File: src/rsst_pkg.sv
// ----------------------------------------------------------------------------
// Range sum segment tree package
// Shared widths, operation codes and types of the range sum segment tree.
// ----------------------------------------------------------------------------
package rsst_pkg;

  localparam int SUM_W      = 42;
  localparam int VAL_W      = 32;
  localparam int POS_W      = 10;
  localparam int RANGE_W    = 11;
  localparam int DEF_LEAVES = 1024;

  localparam logic FUNC_SET   = 1'b0;
  localparam logic FUNC_QUERY = 1'b1;

  typedef logic signed [SUM_W-1:0] sum_t;

  typedef struct packed {
    logic valid;
    sum_t total;
  } result_t;

  function automatic sum_t sext_value(input logic signed [VAL_W-1:0] v);
    return {{(SUM_W-VAL_W){v[VAL_W-1]}}, v};
  endfunction

endpackage

File: src/rsst_engine.sv
// ----------------------------------------------------------------------------
// Tree engine
// Sequencer that clears the node memory, walks leaf-to-root updates and
// walks range queries level by level, accumulating node sums.
// ----------------------------------------------------------------------------
module rsst_engine #(
  parameter int LEAVES = rsst_pkg::DEF_LEAVES
) (
  input  logic                              clk,
  input  logic                              rst,
  input  logic                              in_valid,
  output logic                              busy,
  input  logic                              func,
  input  logic [rsst_pkg::POS_W-1:0]        position,
  input  logic signed [rsst_pkg::VAL_W-1:0] new_value,
  input  logic [rsst_pkg::RANGE_W-1:0]      range_start,
  input  logic [rsst_pkg::RANGE_W-1:0]      range_end,
  output rsst_pkg::result_t                 result,
  input  logic                              result_ready,
  output logic                              mem_we,
  output logic [$clog2(LEAVES):0]           mem_waddr,
  output rsst_pkg::sum_t                    mem_wdata,
  output logic [$clog2(LEAVES):0]           mem_raddr,
  input  rsst_pkg::sum_t                    mem_rdata
);

  localparam int LVL = $clog2(LEAVES);
  localparam int AW  = LVL + 1;
  localparam int IW  = LVL + 2;

  localparam logic [2:0] S_CLEAR    = 3'd0;
  localparam logic [2:0] S_IDLE     = 3'd1;
  localparam logic [2:0] S_SET_LEAF = 3'd2;
  localparam logic [2:0] S_SET_UP   = 3'd3;
  localparam logic [2:0] S_Q_LO     = 3'd4;
  localparam logic [2:0] S_Q_HI     = 3'd5;
  localparam logic [2:0] S_DONE     = 3'd6;

  logic [2:0]     state;
  logic [2:0]     state_next;
  logic [AW-1:0]  clr;
  logic [AW-1:0]  node;
  rsst_pkg::sum_t cur;
  logic [IW-1:0]  lo;
  logic [IW-1:0]  hi;
  rsst_pkg::sum_t acc;
  rsst_pkg::sum_t acc_next;
  logic           pend;

  logic           take;
  logic           pos_ok;
  logic [31:0]    end_c;
  logic [31:0]    start_c;
  logic [AW-1:0]  parent;
  rsst_pkg::sum_t up_sum;
  logic [IW-1:0]  hi_dec;

  assign take   = in_valid && (state == S_IDLE);
  assign busy   = (state != S_IDLE);
  assign pos_ok = (32'(position) < 32'(LEAVES));
  assign parent = node >> 1;
  assign up_sum = cur + mem_rdata;
  assign hi_dec = hi - IW'(hi[0]);
  assign acc_next = pend ? (acc + mem_rdata) : acc;

  assign result.valid = (state == S_DONE);
  assign result.total = acc;

  always_comb begin
    end_c   = (32'(range_end) > 32'(LEAVES)) ? 32'(LEAVES) : 32'(range_end);
    start_c = (32'(range_start) > 32'(LEAVES)) ? 32'(LEAVES) : 32'(range_start);
  end

  always_comb begin
    state_next = state;
    mem_we     = 1'b0;
    mem_waddr  = node;
    mem_wdata  = cur;
    mem_raddr  = node ^ AW'(1);
    unique case (state)
      S_CLEAR: begin
        mem_we    = 1'b1;
        mem_waddr = clr;
        mem_wdata = '0;
        if (clr == '1) begin
          state_next = S_IDLE;
        end
      end
      S_IDLE: begin
        if (take) begin
          if (func == rsst_pkg::FUNC_QUERY) begin
            state_next = S_Q_LO;
          end else if (pos_ok) begin
            state_next = S_SET_LEAF;
          end
        end
      end
      S_SET_LEAF: begin
        mem_we     = 1'b1;
        state_next = S_SET_UP;
      end
      S_SET_UP: begin
        mem_we    = 1'b1;
        mem_waddr = parent;
        mem_wdata = up_sum;
        mem_raddr = parent ^ AW'(1);
        if (parent == AW'(1)) begin
          state_next = S_IDLE;
        end
      end
      S_Q_LO: begin
        mem_raddr = lo[AW-1:0];
        state_next = (lo < hi) ? S_Q_HI : S_DONE;
      end
      S_Q_HI: begin
        mem_raddr  = hi_dec[AW-1:0];
        state_next = S_Q_LO;
      end
      S_DONE: begin
        if (result_ready) begin
          state_next = S_IDLE;
        end
      end
      default: begin
        state_next = S_IDLE;
      end
    endcase
  end

  always_ff @(posedge clk) begin
    if (rst) begin
      state <= S_CLEAR;
      clr   <= '0;
      pend  <= 1'b0;
    end else begin
      state <= state_next;
      case (state)
        S_CLEAR: begin
          clr <= clr + AW'(1);
        end
        S_IDLE: begin
          pend <= 1'b0;
          if (take) begin
            node <= AW'(32'(position) + 32'(LEAVES));
            cur  <= rsst_pkg::sext_value(new_value);
            lo   <= IW'(start_c + 32'(LEAVES));
            hi   <= IW'(end_c + 32'(LEAVES));
            acc  <= '0;
          end
        end
        S_SET_UP: begin
          node <= parent;
          cur  <= up_sum;
        end
        S_Q_LO: begin
          acc <= acc_next;
          if (lo < hi) begin
            pend <= lo[0];
            lo   <= lo + IW'(lo[0]);
          end else begin
            pend <= 1'b0;
          end
        end
        S_Q_HI: begin
          acc  <= acc_next;
          pend <= hi[0];
          lo   <= lo >> 1;
          hi   <= hi_dec >> 1;
        end
        default: begin
        end
      endcase
    end
  end

endmodule

File: config.mk
export PLATFORM = sky130hd
export DESIGN_NAME = rsst_engine
export DESIGN_NICKNAME = d
export VERILOG_FILES = /design/src/rsst_pkg.sv /design/src/rsst_engine.sv
export SDC_FILE = /design/constraint.sdc
export NUM_CORES = 1
export LEC_CHECK = 0
export BUFFER_PORTS_ARGS = -buffer_cell sky130_fd_sc_hd__buf_2
export CAP_MARGIN = 5
export CORE_MARGIN = 1.5
export CORE_UTILIZATION = 58
export CTS_CLUSTER_DIAMETER = 50
export DETAILED_ROUTE_END_ITERATION = 12
export PLACE_DENSITY = 0.83
export SETUP_SLACK_MARGIN = 0.02
export SLEW_MARGIN = 5
export SYNTH_ARGS = -nofsm -noshare
export SYNTH_HDL_FRONTEND = slang
export SYNTH_SLANG_ARGS = --single-unit
File: constraint.sdc
create_clock -name clk -period 6 [get_ports clk]
set_input_delay 0.6 -clock clk [delete_from_list [all_inputs] [get_ports clk]]
set_output_delay 0.6 -clock clk [all_outputs]
set_load 0.05 [all_outputs]
Yosys cells after proc, flatten, opt, wreduce, memory -nomap -nowiden
Index checks and enable logic that the tools add are counted.
- bits in registers: 134
- bits of input ports: 111
- output and inout bits: 109
- $add $sub $neg: 8
- order comparisons: 3
- eq/ne operators: 15
- multiplexer cells: 27
- bitwise gates (word level): 3
- reduce and logical (&&, ||, !) cells: 13
- operator list (kind ; count):
    42-bit one-hot mux with 2 select lines ; 3
    42-bit two-way mux ; 3
    42-bit adder ; 2
    11-bit one-hot mux with 2 select lines ; 2
    12-bit two-way mux ; 3
    12-bit one-hot mux with 3 select lines ; 1
    11-bit two-way mux ; 3
    11-bit one-hot mux with 3 select lines ; 1
    11-bit by 11-bit adder with 12-bit output (second input constant) ; 2
    12-bit one-hot mux with 2 select lines ; 1
    11-bit greater-than comparator (second input constant) ; 2
    3-bit one-hot mux with 7 select lines ; 1
    3-bit two-way mux ; 5
    12-bit by 1-bit adder with 12-bit output ; 1
    12-bit less-than comparator ; 1
    4-bit AND reduction ; 3
    12-bit by 1-bit subtractor with 12-bit output ; 1
    10-bit by 11-bit adder with 11-bit output (second input constant) ; 1
    11-bit by 1-bit adder with 11-bit output (second input constant) ; 1
    11-bit == test (second input constant) ; 1
    10-bit by 1-bit == test with 1-bit output (second input constant) ; 1
    3-bit == test (second input constant) ; 3
    2-bit inequality test (second input constant) ; 4
    3-bit by 2-bit == test with 1-bit output (second input constant) ; 2
    14 further kinds ; 21

Depth between registers and ports, before layout
- word-level depth: 5
- mapped depth: 11

Worst setup path before layout
OpenSTA, ideal clock, no wires.
- path type: input-to-output
- start: input port mem_rdata[13]
- end: output port mem_wdata[39]
- data arrival time: 3.902 ns
- setup slack: 1.498 ns
- stages on the path: 8
- cells stage by stage: ha_1 -> clkbuf_1 -> nand4_1 -> or2_2 -> o21bai_4 -> a21o_1 -> and2_2 -> o311ai_0
- word-level cells in the longest chain between the ends: 2
- ends and longest elaborated chain (element ; RTL line ; RTL):
    from (decl) ; rsst_engine.sv:24 ; input rsst_pkg::sum_t mem_rdata
    42-bit adder ; rsst_engine.sv:62 ; assign up_sum = cur + mem_rdata;
    42-bit one-hot mux with 2 select lines ; rsst_engine.sv:80 ; unique case (state)
    to (decl) ; rsst_engine.sv:22 ; output rsst_pkg::sum_t mem_wdata,
No other way between the ends.

Worst setup path in the final report
- start: register cur[0]
- end: output port mem_wdata[32]
- word-level cells in the longest chain between the ends: 2
- ends and longest elaborated chain (element ; RTL line ; RTL):
    from (decl) ; rsst_engine.sv:43 ; rsst_pkg::sum_t cur;
    from (signal assigned) ; rsst_engine.sv:145 ; cur <= rsst_pkg::sext_value(new_value);
    from (signal assigned) ; rsst_engine.sv:153 ; cur <= up_sum;
    42-bit adder ; rsst_engine.sv:62 ;
    42-bit one-hot mux with 2 select lines ; rsst_engine.sv:80 ;
No other way between the ends.

==> results.txt <==
Via Count: 12.17k
number of global-route vias before repair: 11.15k
DRT antenna net count: 0
critical path type: reg -> out
Lkg Pwr: 0.006065 uW
1st-iter DRT viols: 1233
Final Critical Period: 4339 ps
asr flop ratio synth: 0
Mapped Nets: 1664
First-pass DRT Iterations: 6
Area after DPL: 13220 um^2
final hold slack: 442.6 ps
Setup TNS: 0 ps
Max Cap Viol: 0
placed insts: 1873
Post-Synthesis Cell Area: 11990 um^2
post-cts gate resize count: 0
Initial Utilization: 0.5927
Reg clk slew, reported paths: 60 ps
Synth Flop Type: edfxtp_1
final worst-path setup slack: 1661 ps
final instance area: 13810 um^2
ranking of synthesized cells by area: edfxtp_1, ha_1, nand2_1, a21oi_1, o21ai_0
final setup fails: 0
final period utilization: 0.7232
final wirelength: 36430 um
Fin. Hold Viols: 0
dpl hpwl: 27130 um
final cell count without fillers: 1906
area growth from synthesis to layout: 15.13%
CTS tree: done
Die Wd: 146.8 um
WP data arrival: 3740 ps
syn_area_per_cell: 8.237 um^2
clk sinks: 134
largest net degree at the start of global routing: 78
filler cell count: 1678
clock buffer depth: 2
row cnt: 52
All-Layer GR Usage: 0.3332
status: finished, final reports clean
global-route wire length before repair: 57460 um
Post-synth EDFFs: 119
gr ovfl total: 0
top-area cell type share of the netlist area: 0.2980
Max Fclk: 230.4 MHz
Final #Nets: 1830
RSZ-0062 raised after global routing: false
total die area: 21550 um^2
Post-Synthesis Cells: 1456
port bufs: 219
Hold Crit Class: in -> reg
Yosys reg bits: 134
Setup Skew: 14.27 ps
I/O pin count: 220
crit path launch type: flip-flop
Die H: 146.8 um
later-pin clock latency in the skew report: 430 ps
pre-CTS setup slack: 1846 ps
Yosys cell types: 77
core area: 20230 um^2
crit end category: output pin
Max FO, Critical Path: 5
routed len/inst: 19.11 um
PwrDens: 177.7 nW/um^2
CTS Buf Count: 17
Root Buffer: clkbuf_16
Worst-Margin Slew: 1035 ps
worst path required time: 5400 ps
Slew HR: 0.3083
leading area contributor after synthesis: edfxtp_1
hold_buf cts: 0
CTS H-tree depth: 4
initial antenna violation count: 1
# Post-CTS Setup Buffers: 0
gpl congestion: 0.9385
Slew Viols, Final: 0
DRC Markers: 0
YS warnings: 0
layout cells sized above 1: 0.1817
drt via density: 6.386
maximum VDD drop: 0.1850 mV
sequential fraction of the synthesis area: 0.3230
==> cell usage after synthesis, drive strengths merged (5+ instances only) <==
master   instances
o21ai          113
xnor2           36
mux2i            9
nand4           27
nor3            28
nand3           46
o211ai           7
a21o            63
o31ai           10
or3              9
a21boi           6
o21bai          19
nand3b          11
nor2b            8
clkbuf          64
nand2b          13
edfxtp         119
a22oi            7
nand2          200
o221ai          10
and2            11
a21oi          122
nor2           109
or2              5
a31oi           13
ha              95
o22ai           29
xor2            36
mux2             5
a22o            12
buf             20
o21a            27
dfxtp           15
o2111ai          5
inv             56
and3            16
a211oi          19
==> registers in the layout (all words and copies together) (netlist names) <==
signal,cells
acc,42
clr,11
cur,42
hi,12
lo,12
node,11
pend,1
state,3
==> metal layers <==
layer	part of all wire	track usage	vias to the layer above
met5	0	0	-
met4	0.033	0.1348	0
met3	0.097	0.05776	100
met2	0.45	0.5203	687
met1	0.42	0.4595	5641
li1	-	-	5743
==> cell families (layout without fill, tap and decap cells) <==
family | after synthesis | in the layout | synth area share
adders and majority gates | 97 | 97 | 0.1025
and+or+nand+nor | 498 | 498 | 0.1911
DFF | 134 | 134 | 0.3230
buffers and inverters | 140 | 319 | 0.04507
muxes | 14 | 14 | 0.01221
xor gates and xnor gates | 72 | 72 | 0.05258
other | 0 | 1 | 0
AOI/OAI and AO/OA | 501 | 501 | 0.2736
==> final timing paths <==
check / end / cells after the start / slack, ps / from
setup / recovery: mem_wdata[32] / 12 / 1660 / cur[0]
hold / removal: cur[7] / 3 / 440 / new_value[7]
setup reg to reg: cur[28] / 11 / 2640 / cur[0]
hold reg to reg: pend / 2 / 510 / pend
==> worst max-delay path: stages (launching register included) <==
cell	delay, ps
edfxtp_1	360
ha_1	170
inv_1	50
fa_1	380
nor2b_1	230
o21bai_1	140
a21oi_1	340
o21ai_0	190
a31oi_1	560
a21boi_1	240
xor2_1	210
o21ai_0	150
buf_2	290
==> metrics by stage <==
stage          utilization  power, uW
6_report            0.6824       2453
5_1_grt             0.6824       2530
4_1_cts             0.6822       2450
3_5_place_dp        0.6531       1393
3_3_place_gp        0.6531       1387
2_1_floorplan            -       1285
==> placed cells by master, fill, tap and decap left out, types with 8 or more instances in the layout <==
cell type  count
nand3_1       46
a22o_1        12
xor2_1        36
nand2_1      200
o22ai_1       29
o21a_1        27
edfxtp_1     119
nand3b_1      11
and3_1        16
a31oi_1       12
o21ai_0      110
nor2_1       107
or3_1          9
xnor2_1       36
dfxtp_1       14
a21oi_1      121
o21bai_1      18
ha_1          95
clkbuf_16     17
and2_1         9
buf_4         12
a21o_1        63
inv_1         54
nand2b_1      12
nand4_1       27
o221ai_1      10
buf_2        219
nor2b_1        8
a211oi_1      16
mux2i_1        9
nor3_1        27
o31ai_1       10
==> power by group <==
group	leakage (uW)	total [uW]	switching (uW)	internal [uW]
Clock	0.000273	1070	440	628
Sequential	0.00118	1010	2.69	1010
Combinational	0.00461	372	220	153
==> final cells by class <==
cell class,count,area (um^2),share of cell area
Multi-Input combinational cell,1182,7606,0.5509
Antenna cell,1,2.502,0.0001812
Inverter,56,210.2,0.01522
Clock inverter,13,146.4,0.01060
Sequential cell,134,3875,0.2807
Clock buffer,19,442.9,0.03208
Timing Repair Buffer,231,1186,0.08591
Tap cell,270,337.8,0.02447
Note: power is estimated with default switching activity, not from simulation.
